File: src/rtl/bpa_pkg.sv
`timescale 1ns / 1ps
`default_nettype none
// ----------------------------------------------------------------------------
// bpa_pkg
// shared types, constants and helpers of the buddy page allocator
// ----------------------------------------------------------------------------
package bpa_pkg;

	localparam int TOP_ORDER  = 10;
	localparam int PAGE_W     = TOP_ORDER;
	localparam int LINK_W     = TOP_ORDER + 1;
	localparam int ORD_W      = 4;
	localparam int CNT_W      = 11;
	localparam int POOL_PAGES = 1 << TOP_ORDER;

	localparam logic [LINK_W-1:0] NIL_LINK = LINK_W'(POOL_PAGES);

	localparam logic [1:0] ST_OK      = 2'd0;
	localparam logic [1:0] ST_NOSPACE = 2'd1;
	localparam logic [1:0] ST_BAD     = 2'd2;

	localparam logic REQ_ALLOC = 1'b0;
	localparam logic REQ_FREE  = 1'b1;

	typedef struct packed {
		logic              req_type;
		logic [CNT_W-1:0]  page_count;
		logic [PAGE_W-1:0] block_index;
	} req_t;

	typedef struct packed {
		logic [1:0]        status;
		logic [PAGE_W-1:0] result_index;
		logic [CNT_W-1:0]  pages_avail;
	} rsp_t;

	typedef struct packed {
		logic [PAGE_W-1:0] raddr;
		logic [ORD_W-1:0]  head_idx;
		logic              head_we;
		logic [LINK_W-1:0] head_wdata;
		logic              head_init;
		logic [ORD_W-1:0]  init_order;
		logic              mark_we;
		logic [PAGE_W-1:0] mark_addr;
		logic              mark_wdata;
		logic              ord_we;
		logic [PAGE_W-1:0] ord_addr;
		logic [ORD_W-1:0]  ord_wdata;
		logic              nxt_we;
		logic [PAGE_W-1:0] nxt_addr;
		logic [LINK_W-1:0] nxt_wdata;
		logic              prv_we;
		logic [PAGE_W-1:0] prv_addr;
		logic [LINK_W-1:0] prv_wdata;
	} store_cmd_t;

	typedef struct packed {
		logic              mark_rd;
		logic [ORD_W-1:0]  ord_rd;
		logic [LINK_W-1:0] nxt_rd;
		logic [LINK_W-1:0] prv_rd;
		logic [LINK_W-1:0] head_rd;
	} store_sts_t;

	// smallest k with 2^k >= cnt, zero for cnt of 0 or 1
	function automatic logic [ORD_W-1:0] round_order(input logic [CNT_W-1:0] cnt);
		logic [CNT_W-1:0] c1;
		logic [ORD_W-1:0] k;
		c1 = cnt - CNT_W'(1);
		k  = '0;
		for (int b = 0; b < CNT_W; b++) begin
			if (c1[b]) k = ORD_W'(b + 1);
		end
		if (cnt == '0) k = '0;
		return k;
	endfunction

endpackage
`default_nettype wire

File: src/rtl/bpa_ctrl.sv
`timescale 1ns / 1ps
`default_nettype none
// ----------------------------------------------------------------------------
// bpa_ctrl
// request sequencer: search, split, merge and list maintenance
// ----------------------------------------------------------------------------
module bpa_ctrl (
	input  wire                          clk,
	input  wire                          arst_n,
	input  wire                          cfg_we,
	input  wire [bpa_pkg::ORD_W-1:0]     cfg_wdata,
	input  wire                          in_valid,
	output logic                         in_stall,
	input  bpa_pkg::req_t                in_data,
	output logic                         res_valid,
	input  wire                          res_free,
	output bpa_pkg::rsp_t                res,
	output bpa_pkg::store_cmd_t          cmd,
	input  bpa_pkg::store_sts_t          sts
);

	typedef enum logic [4:0] {
		S_CLEAR, S_INIT, S_IDLE, S_A_SEARCH, S_A_SUL, S_A_FUL,
		S_PA, S_PB, S_F_CHK, S_F_MCHK, S_F_UC, S_F_RB, S_F_UB, S_DONE
	} state_t;

	typedef enum logic [1:0] { R_SPLIT_LO, R_SPLIT_NEXT, R_MERGE } ret_t;

	localparam int PW = bpa_pkg::PAGE_W;
	localparam int OW = bpa_pkg::ORD_W;
	localparam int CW = bpa_pkg::CNT_W;
	localparam int LW = bpa_pkg::LINK_W;

	state_t          state_q;
	ret_t            ret_q;
	logic [PW-1:0]   clr_q;
	logic [OW-1:0]   pool_q;
	logic [CW-1:0]   cnt_q;
	logic [OW-1:0]   k_q;
	logic [OW-1:0]   i_q;
	logic [OW-1:0]   po_q;
	logic [OW-1:0]   size_ord_q;
	logic [PW-1:0]   blk_q;
	logic [PW-1:0]   bud_q;
	logic [PW-1:0]   pb_q;
	logic [1:0]      st_q;
	logic [PW-1:0]   res_idx_q;

	logic [OW-1:0]   k_in;
	logic [OW-1:0]   cfg_sat;
	logic [CW:0]     pool_pages;
	logic [PW-1:0]   bud_next;
	logic [OW-1:0]   ord_rd;
	logic [PW-1:0]   ord_mask;
	logic [CW:0]     free_sum;
	logic            accept;

	assign k_in       = bpa_pkg::round_order(in_data.page_count);
	assign cfg_sat    = (cfg_wdata > OW'(bpa_pkg::TOP_ORDER)) ? OW'(bpa_pkg::TOP_ORDER) : cfg_wdata;
	assign pool_pages = (CW+1)'(1) << pool_q;
	assign bud_next   = blk_q ^ (PW'(1) << po_q);
	assign ord_rd     = sts.ord_rd;
	assign ord_mask   = PW'((CW'(1) << ord_rd) - CW'(1));
	assign free_sum   = {1'b0, cnt_q} + {1'b0, CW'(1) << ord_rd};
	assign in_stall   = (state_q != S_IDLE);
	assign accept     = in_valid && (state_q == S_IDLE);
	assign res_valid  = (state_q == S_DONE);

	assign res.status       = st_q;
	assign res.result_index = res_idx_q;
	assign res.pages_avail  = cnt_q;

	// store commands
	always_comb begin
		cmd            = '0;
		cmd.raddr      = blk_q;
		cmd.head_idx   = i_q;
		cmd.head_init  = cfg_we;
		cmd.init_order = cfg_sat;
		unique case (state_q)
			S_CLEAR: begin
				cmd.mark_we   = 1'b1;
				cmd.mark_addr = clr_q;
			end
			S_INIT: begin
				cmd.mark_we    = 1'b1;
				cmd.mark_wdata = 1'b1;
				cmd.ord_we     = 1'b1;
				cmd.ord_wdata  = pool_q;
				cmd.nxt_we     = 1'b1;
				cmd.nxt_wdata  = bpa_pkg::NIL_LINK;
				cmd.prv_we     = 1'b1;
				cmd.prv_wdata  = bpa_pkg::NIL_LINK;
			end
			S_IDLE: cmd.raddr = in_data.block_index;
			S_A_SEARCH: cmd.raddr = sts.head_rd[PW-1:0];
			S_A_SUL, S_A_FUL, S_F_UC: begin
				// unlink a list head
				cmd.head_we    = 1'b1;
				cmd.head_wdata = sts.nxt_rd;
				cmd.prv_we     = !sts.nxt_rd[LW-1];
				cmd.prv_addr   = sts.nxt_rd[PW-1:0];
				cmd.prv_wdata  = bpa_pkg::NIL_LINK;
				cmd.mark_we    = 1'b1;
				cmd.mark_addr  = blk_q;
			end
			S_PA: begin
				cmd.head_idx   = po_q;
				cmd.nxt_we     = 1'b1;
				cmd.nxt_addr   = pb_q;
				cmd.nxt_wdata  = sts.head_rd;
				cmd.mark_we    = 1'b1;
				cmd.mark_addr  = pb_q;
				cmd.mark_wdata = 1'b1;
				cmd.ord_we     = 1'b1;
				cmd.ord_addr   = pb_q;
				cmd.ord_wdata  = po_q;
				cmd.prv_we     = !sts.head_rd[LW-1];
				cmd.prv_addr   = sts.head_rd[PW-1:0];
				cmd.prv_wdata  = {1'b0, pb_q};
				cmd.head_we    = 1'b1;
				cmd.head_wdata = {1'b0, pb_q};
			end
			S_PB: begin
				cmd.prv_we    = 1'b1;
				cmd.prv_addr  = pb_q;
				cmd.prv_wdata = bpa_pkg::NIL_LINK;
				cmd.raddr     = (ret_q == R_MERGE) ? bud_next : blk_q;
			end
			S_F_RB: cmd.raddr = bud_q;
			S_F_UB: begin
				// unlink anywhere in the list
				cmd.nxt_we     = !sts.prv_rd[LW-1];
				cmd.nxt_addr   = sts.prv_rd[PW-1:0];
				cmd.nxt_wdata  = sts.nxt_rd;
				cmd.head_we    = sts.prv_rd[LW-1];
				cmd.head_wdata = sts.nxt_rd;
				cmd.prv_we     = !sts.nxt_rd[LW-1];
				cmd.prv_addr   = sts.nxt_rd[PW-1:0];
				cmd.prv_wdata  = sts.prv_rd;
				cmd.mark_we    = 1'b1;
				cmd.mark_addr  = bud_q;
			end
			default: ;
		endcase
	end

	always_ff @(posedge clk or negedge arst_n) begin
		if (!arst_n) begin
			state_q    <= S_CLEAR;
			ret_q      <= R_SPLIT_LO;
			clr_q      <= '0;
			pool_q     <= OW'(bpa_pkg::TOP_ORDER);
			cnt_q      <= CW'(bpa_pkg::POOL_PAGES);
			k_q        <= '0;
			i_q        <= '0;
			po_q       <= '0;
			size_ord_q <= '0;
			blk_q      <= '0;
			bud_q      <= '0;
			pb_q       <= '0;
			st_q       <= bpa_pkg::ST_OK;
			res_idx_q  <= '0;
		end else if (cfg_we) begin
			pool_q  <= cfg_sat;
			cnt_q   <= CW'(1) << cfg_sat;
			clr_q   <= '0;
			state_q <= S_CLEAR;
		end else begin
			unique case (state_q)
				S_CLEAR: begin
					clr_q <= clr_q + PW'(1);
					if (&clr_q) state_q <= S_INIT;
				end
				S_INIT: state_q <= S_IDLE;
				S_IDLE: begin
					if (accept) begin
						k_q       <= k_in;
						i_q       <= k_in;
						blk_q     <= in_data.block_index;
						res_idx_q <= '0;
						if (in_data.page_count == '0) begin
							st_q    <= bpa_pkg::ST_BAD;
							state_q <= S_DONE;
						end else if (in_data.req_type == bpa_pkg::REQ_ALLOC) begin
							if (in_data.page_count > cnt_q || k_in > pool_q) begin
								st_q    <= bpa_pkg::ST_NOSPACE;
								state_q <= S_DONE;
							end else begin
								st_q    <= bpa_pkg::ST_OK;
								state_q <= S_A_SEARCH;
							end
						end else if ({2'b00, in_data.block_index} >= pool_pages) begin
							st_q    <= bpa_pkg::ST_BAD;
							state_q <= S_DONE;
						end else begin
							st_q    <= bpa_pkg::ST_OK;
							state_q <= S_F_CHK;
						end
					end
				end
				S_A_SEARCH: begin
					if (i_q > pool_q) begin
						st_q    <= bpa_pkg::ST_NOSPACE;
						state_q <= S_DONE;
					end else if (!sts.head_rd[LW-1]) begin
						blk_q   <= sts.head_rd[PW-1:0];
						state_q <= (i_q == k_q) ? S_A_FUL : S_A_SUL;
					end else begin
						i_q <= i_q + OW'(1);
					end
				end
				S_A_SUL: begin
					pb_q    <= blk_q + (PW'(1) << (i_q - OW'(1)));
					po_q    <= i_q - OW'(1);
					ret_q   <= R_SPLIT_LO;
					state_q <= S_PA;
				end
				S_A_FUL: begin
					cnt_q     <= cnt_q - (CW'(1) << k_q);
					res_idx_q <= blk_q;
					state_q   <= S_DONE;
				end
				S_PA: state_q <= S_PB;
				S_PB: begin
					unique case (ret_q)
						R_SPLIT_LO: begin
							pb_q    <= blk_q;
							ret_q   <= R_SPLIT_NEXT;
							state_q <= S_PA;
						end
						R_SPLIT_NEXT: begin
							i_q     <= po_q;
							state_q <= (po_q == k_q) ? S_A_FUL : S_A_SUL;
						end
						R_MERGE: begin
							i_q <= po_q;
							if (po_q >= pool_q) begin
								cnt_q   <= cnt_q + (CW'(1) << size_ord_q);
								state_q <= S_DONE;
							end else begin
								bud_q   <= bud_next;
								state_q <= S_F_MCHK;
							end
						end
						default: state_q <= S_IDLE;
					endcase
				end
				S_F_CHK: begin
					if (ord_rd > pool_q || ord_rd != k_q || (blk_q & ord_mask) != '0 ||
						sts.mark_rd || free_sum > pool_pages) begin
						st_q    <= bpa_pkg::ST_BAD;
						state_q <= S_DONE;
					end else begin
						size_ord_q <= ord_rd;
						pb_q       <= blk_q;
						po_q       <= ord_rd;
						ret_q      <= R_MERGE;
						state_q    <= S_PA;
					end
				end
				S_F_MCHK: begin
					if (!sts.mark_rd || ord_rd != i_q) begin
						cnt_q   <= cnt_q + (CW'(1) << size_ord_q);
						state_q <= S_DONE;
					end else begin
						state_q <= S_F_UC;
					end
				end
				S_F_UC: state_q <= S_F_RB;
				S_F_RB: state_q <= S_F_UB;
				S_F_UB: begin
					blk_q   <= blk_q & ~(PW'(1) << i_q);
					pb_q    <= blk_q & ~(PW'(1) << i_q);
					po_q    <= i_q + OW'(1);
					ret_q   <= R_MERGE;
					state_q <= S_PA;
				end
				S_DONE: begin
					if (res_free) state_q <= S_IDLE;
				end
				default: state_q <= S_IDLE;
			endcase
		end
	end

endmodule
`default_nettype wire

File: config.mk
export PLATFORM = sky130hd
export DESIGN_NAME = bpa_ctrl
export DESIGN_NICKNAME = d
export VERILOG_FILES = /design/src/rtl/bpa_pkg.sv /design/src/rtl/bpa_ctrl.sv
export SDC_FILE = /design/constraint.sdc
export NUM_CORES = 1
export LEC_CHECK = 0
export BUFFER_PORTS_ARGS = -buffer_cell sky130_fd_sc_hd__buf_2
export CAP_MARGIN = 20
export CORE_ASPECT_RATIO = 0.8
export CORE_UTILIZATION = 45
export CTS_CLUSTER_DIAMETER = 50
export DETAILED_ROUTE_END_ITERATION = 16
export PLACE_DENSITY_LB_ADDON = 0.1
export SYNTH_ARGS = -nofsm -noshare
export SYNTH_HDL_FRONTEND = slang
export SYNTH_SLANG_ARGS = --single-unit
File: constraint.sdc
create_clock -name clk -period 9.35 [get_ports clk]
set_input_delay 2.3375 -clock clk [delete_from_list [all_inputs] [get_ports clk]]
set_output_delay 2.3375 -clock clk [all_outputs]
set_load 0.02 [all_outputs]
# ---- Yosys cells after proc, flatten, opt, wreduce, memory -nomap -nowiden
# Cells that the tools add are included.
dict set report classes {
  bitwise 7
  order_cmp 8
  muxes 79
  n_addsub 9
  n_reduce_logical 43
  shift 8
  n_eq_ne 36
}
# cell count
set ops {}
lappend ops {{$pmux 10 s4} 3}
lappend ops {{$mux 10} 10}
lappend ops {{$pmux 11 s3} 3}
lappend ops {{$mux 4} 19}
lappend ops {{$pmux 10 s3} 2}
lappend ops {{$pmux 5 s12} 1}
lappend ops {{$mux 11} 4}
lappend ops {{$shl 1x4->11 const A} 4}
lappend ops {{$mux 5} 8}
lappend ops {{$pmux 10 s2} 2}
lappend ops {{$pmux 12 s3} 1}
lappend ops {{$pmux 4 s3} 3}
lappend ops {{$eq 5x4->1 const B} 6}
lappend ops {{$shl 1x4->10 const A} 3}
lappend ops {{$and 10x10->10} 2}
lappend ops {{$eq 5x3->1 const B} 4}
lappend ops {{$mux 2} 10}
lappend ops {{$ne 2x2->1 const B} 8}
lappend ops {{$reduce_and 4->1} 4}
lappend ops {{$ne 3x3->1 const B} 5}
lappend ops {{$add 11x11->12} 1}
lappend ops {{$ge 10x12->1} 1}
lappend ops {{$gt 12x12->1} 1}
lappend ops {{$gt 4x4->1} 3}
lappend ops {{other kinds (51)} 82}
dict set report totals {
  output_inout_bits 127
  in_bits 69
  regBits 90
}

# ---- Depth between registers and ports, before layout
dict set report depth {
  depth_word 21
  depth_mapped 25
}

# ---- Worst setup path after synthesis
# No wires, ideal clock.
dict set report synth_timing {
  path_type {input -> register}
  start {input port sts[33] (netlist bit)}
  end {register po_q[1]}
  setup_time_ps 125
  arrival_time_ps 6786
  slack_ps 2439
  path_buffers 2
  cell_stages 23
  path_cell_list {buf_2 -> clkbuf_1 -> nand2b_1 -> or3_1 -> inv_1 -> ha_1 -> a21o_1 -> a21oi_1 -> nor2b_1 -> o21a_1 -> o41ai_1 -> nor2_1 -> a211oi_1 -> xnor2_1 -> ha_1 -> nand3_1 -> nand2_1 -> a21oi_1 -> a31oi_1 -> nor4_4 -> a21oi_2 -> nor4_4 -> mux2_2}
}
dict set report synth_via {
  elab_chain_cells 9
  elab_cells_between_ends 14
  cone_classes {2 x add/sub; 2 x order compare; 2 x eq/ne; 1 x shift; 1 x bitwise; 6 x reduce/logical}
}
# item line_no
set synth_lines {}
lappend synth_lines {{start, declared} bpa_ctrl.sv:19} ;# input bpa_pkg::store_sts_t sts
lappend synth_lines {{parallel branches: the longest is 6 deep, another holds $add 11x11->12} --}
lappend synth_lines {{$logic_or 1x1->1 *} bpa_ctrl.sv:251} ;# sts.mark_rd || free_sum > pool_pages) begin
lappend synth_lines {{$ne 2x2->1 (no line) *} --}
lappend synth_lines {{$reduce_and 3->1 (no line) *} --}
lappend synth_lines {{end signal, assigned} bpa_ctrl.sv:215} ;# po_q <= i_q - OW'(1);
lappend synth_lines {{end signal, assigned} bpa_ctrl.sv:257} ;# po_q <= ord_rd;
lappend synth_lines {{end signal, assigned} bpa_ctrl.sv:275} ;# po_q <= i_q + OW'(1);
lappend synth_lines {{end, declared} bpa_ctrl.sv:41} ;# logic [OW-1:0] po_q;
# Every way passes the cells marked *.
# A chain may end at the register's enable or synchronous reset.

# ---- Final worst setup path
dict set report layout_timing {
  start {input port sts[36] (netlist bit)}
  end {register pb_q[7]}
}
dict set report layout_via {
  elab_chain_cells 9
  elab_cells_between_ends 14
  cone_classes {2 x add/sub; 2 x order compare; 2 x eq/ne; 1 x shift; 1 x bitwise; 6 x reduce/logical}
}
# item line_no
set layout_lines {}
lappend layout_lines {{parallel branches: the longest is 6 deep, another holds $add 11x11->12} --}
lappend layout_lines {{$logic_or 1x1->1 *} bpa_ctrl.sv:251}
lappend layout_lines {{$ne 2x2->1 (no line) *} --}
lappend layout_lines {{$reduce_and 4->1 (no line) *} --}
lappend layout_lines {{end signal, assigned} bpa_ctrl.sv:228} ;# pb_q <= blk_q;
lappend layout_lines {{end signal, assigned} bpa_ctrl.sv:256} ;# pb_q <= blk_q;
lappend layout_lines {{end signal, assigned} bpa_ctrl.sv:274} ;# pb_q <= blk_q & ~(PW'(1) << i_q);
lappend layout_lines {{end, declared} bpa_ctrl.sv:45} ;# logic [PW-1:0] pb_q;
# Marked as above.

==> flow_summary.ini <==
[synthesis]
yosysSeqAreaShare_pct = 22.4
synth_area_leaders = dfrtp_1 (22%), ha_1 (12%), nand2_1 (7.5%)
postSynthAreaPerCell_um2 = 7.41
synth_edf_count = 0
synth_fp_nets = 1513
synth_top_cell_area_share_pct = 21.6
synth.most_common_cell = nand2_1
ys_types = 73
yosysWarningCount = 0
synth_area_leader_cell = dfrtp_1
syn_inst = 1345
synth_seq_cells = 89
mappedNetlistArea_um2 = 9970
async_flop_share_pct = 100
netlist_top_cells_count = nand2_1 (198), nor2_1 (117), o21ai_0 (104)
synth_ff_type = dfrtp_1

[timing]
maxSlewHeadroom_pct = 38.9
setup_violations = 0
skew_ns = 0.0133
period_needed_ns = 7.21
hold_violations = 0
fmax_ghz = 0.139
tightest_slew_ns = 0.913
rsz0062_at_grt = no
whs_ns = 0.505
drv_slew = 0
tns_ns = 0
fin_crit_sh_pct = 77.1

[cells_and_area]
syn2layout_area_growth_pct = 14.5
fillCellCount = 2158
regArea_um2 = 2230
final_core_util_pct = 52.8
final_nets = 1648
drive_above_1_share_pct = 18.1
n_antenna_cell = 0
multi_input_area_um2 = 7170

[power]
peakVddDrop_mv = 0.0971
power.leakage_nw = 5.63
pwr_density_cell_nw_per_um2 = 220

[routing]
drt_iter0_drc = 1426
wl_per_cell_um = 21.6
viasPerCell = 6.27
dr.pass1.iters = 9
drt.antenna.violating_nets = 0
num_vias = 11000
routed_wl_um = 38000
drc = 0

[clock_tree]
path_clk_slew_ns = 0.08
cts_num_sinks = 89
cts_hold_buf = 0
ctsLongestPathBuffers = 2
ctsResizeCount = 0
ctsHtreeMaxLevel = 3
cts-buffers-inserted = 9
clock_latency_ns = 0.36
cts-root-buf = clkbuf_16
cts_tree = done
postCtsSetupRepairBufs = 0

[global_route]
track_usage_pct = 32.9
grt_pass1_wl_um = 57200
grt_pass1_vias = 9627
gr-total-overflow = 0
grt_max_degree = 63
grt_antenna_before_repair = 0

[placement]
hpwl_um = 29000
io_buffer_count = 195
gp_congestion = 0.927

[floorplanning]
die_w_um = 168
initial_utilization_pct = 46.1
ioPinCount = 196
rows = 48
die_area_um2 = 22800
core-area_um2 = 21600
die_y_um = 135

[critical_path]
crit_family = compound AO/OA/AOI/OAI gates
crit_arrival_ns = 7.46
cp_max_fo = 21
worstSetupPathType = input pin to register
critPathSlowestCell = o21ai_2
cp.required_ns = 9.60
r2r_cells = 19
crit_path_frequent_cell = ha_1
reg2reg_to = po_q[1]$_DFFE_PN0P_
worstReg2RegStart = cnt_q[0]$_DFFE_PN0P_
cp-start-kind = input pin
crit_chain = buf_2, nand2b_1, or3_1, inv_1, ha_1, a21o_1, a21oi_1, nor2b_1, o21a_1, o41ai_1, nor2_1, a211oi_1, xnor2_1, ha_1, nand4_1, a211o_1, a31oi_1, nor4_4, o21ai_2, mux2_2
cp-startpoint = sts[36]
reg2reg_setup_slack_ns = 4.36
timing.critical_path.buf_inv = 2
worstSetupEndpointType = register
worst_path_largest_cell_delay_ns = 0.59

[min_path]
hold_path_class = register to register
hp-start = res_idx_q[0]$_DFFE_PN0P_
hold_end = res_idx_q[0]$_DFFE_PN0P_
holdPathStages = 1

[status]
run_status = finished clean

[flow_run]
drv_cap = 0
-- how the worst max path moves through the flow --
stage	depth (start not counted)	slack (ns)	to
after floorplan	23	2.44	po_q[1]$_DFFE_PN0P_
after global placement	20	1.93	pb_q[4]$_DFFE_PN0P_
after detailed placement	20	1.80	pb_q[7]$_DFFE_PN0P_
after CTS	20	2.15	pb_q[1]$_DFFE_PN0P_
after global routing	20	1.77	pb_q[1]$_DFFE_PN0P_
final	20	2.14	pb_q[7]$_DFFE_PN0P_
-- cells in the final DEF (no fill, tap or decap), drive strengths merged, types with 6 or more instances in the layout --
cell      n
a21o     10
nand2   198
xnor2    43
a222oi    9
buf     212
o211ai   10
o21bai    8
o21ai   106
o41ai     7
o311ai   13
xor2     23
a21oi    88
inv      64
a22oi    32
a22o     25
o22ai    10
nor2b    27
nor3     42
nand3    44
nor2    118
dfrtp    86
mux2     20
and3     14
nand2b   19
clkbuf    9
nand4    11
a221oi    7
ha       96
o21a     14
a31oi    10
o31ai     9
mux2i     6
nor4     12
a211oi    9
-- per-stage QoR --
step | cell area (µm²) | instances | setup WS, ns | total power, W
3_3_place_gp | 11100 | 1742 | 1.93 | 0.00203
2_1_floorplan | 9970 | 1345 | 2.44 | 0.00160
6_report | 11400 | 1760 | 2.14 | 0.00251
5_1_grt | 11400 | 1760 | 1.77 | 0.00267
4_1_cts | 11400 | 1759 | 2.15 | 0.00246
3_5_place_dp | 11100 | 1743 | 1.80 | 0.00204
-- worst reg2reg max path, stage by stage (launching register included) --
cell      delay, ns
dfrtp_1        0.50
ha_1           0.29
fa_1           0.40
a21o_1         0.17
a21oi_1        0.22
o21bai_1       0.09
a21oi_1        0.21
o21ai_0        0.18
a21o_1         0.20
a21oi_1        0.17
xnor2_1        0.14
ha_1           0.28
a21oi_1        0.15
nand2_1        0.08
a21oi_1        0.16
a31oi_1        0.19
nor4_4         0.63
a21oi_2        0.15
nor4_4         0.28
mux2_2         0.38
-- per-layer routing --
layer | GRT usage, % | part of all wire [%]
met1 | 51.4 | 48
met2 | 44.4 | 40
met3 | 8.41 | 11
met4 | 6.92 | 1.6
met5 | 0 | 0
-- sequential cells by signal, indices dropped and copies added, names as in the netlist --
signal,flops
blk_q,10
bud_q,10
clr_q,10
cnt_q,11
i_q,4
k_q,4
pb_q,10
po_q,4
pool_q,4
res_idx_q,10
ret_q,2
size_ord_q,4
st_q,2
state_q,4
-- layout make-up --
class | instances | area share, %
tap | 275 | 3.01
sequential | 89 | 19.5
clock inverter | 7 | 0.877
clock buffer | 9 | 1.97
multi-input combinational | 1104 | 62.8
inverter | 64 | 2.10
timing repair buffer | 212 | 9.72
-- power breakdown --
group	internal [W]	switching, W	total, W
clock network	0.000237	0.000177	0.000414
logic	0.000535	0.000848	0.00138
registers	0.000461	0.000248	0.000708
-- kinds of logic (layout without fill, tap and decap cells) --
family                   Yosys count  in the layout  synth area share (%)
flip-flops                        89             89                  22.4
AO/OA/AOI/OAI                    399            399                  26.3
adder cells (fa/ha/maj)           99             99                  12.6
XOR/XNOR                          66             66                  5.80
AND/OR/NAND/NOR                  514            514                  24.0
multiplexers                      26             26                  2.90
buffers and inverters            152            292                  5.97
(Power assumes the default switching activity.)
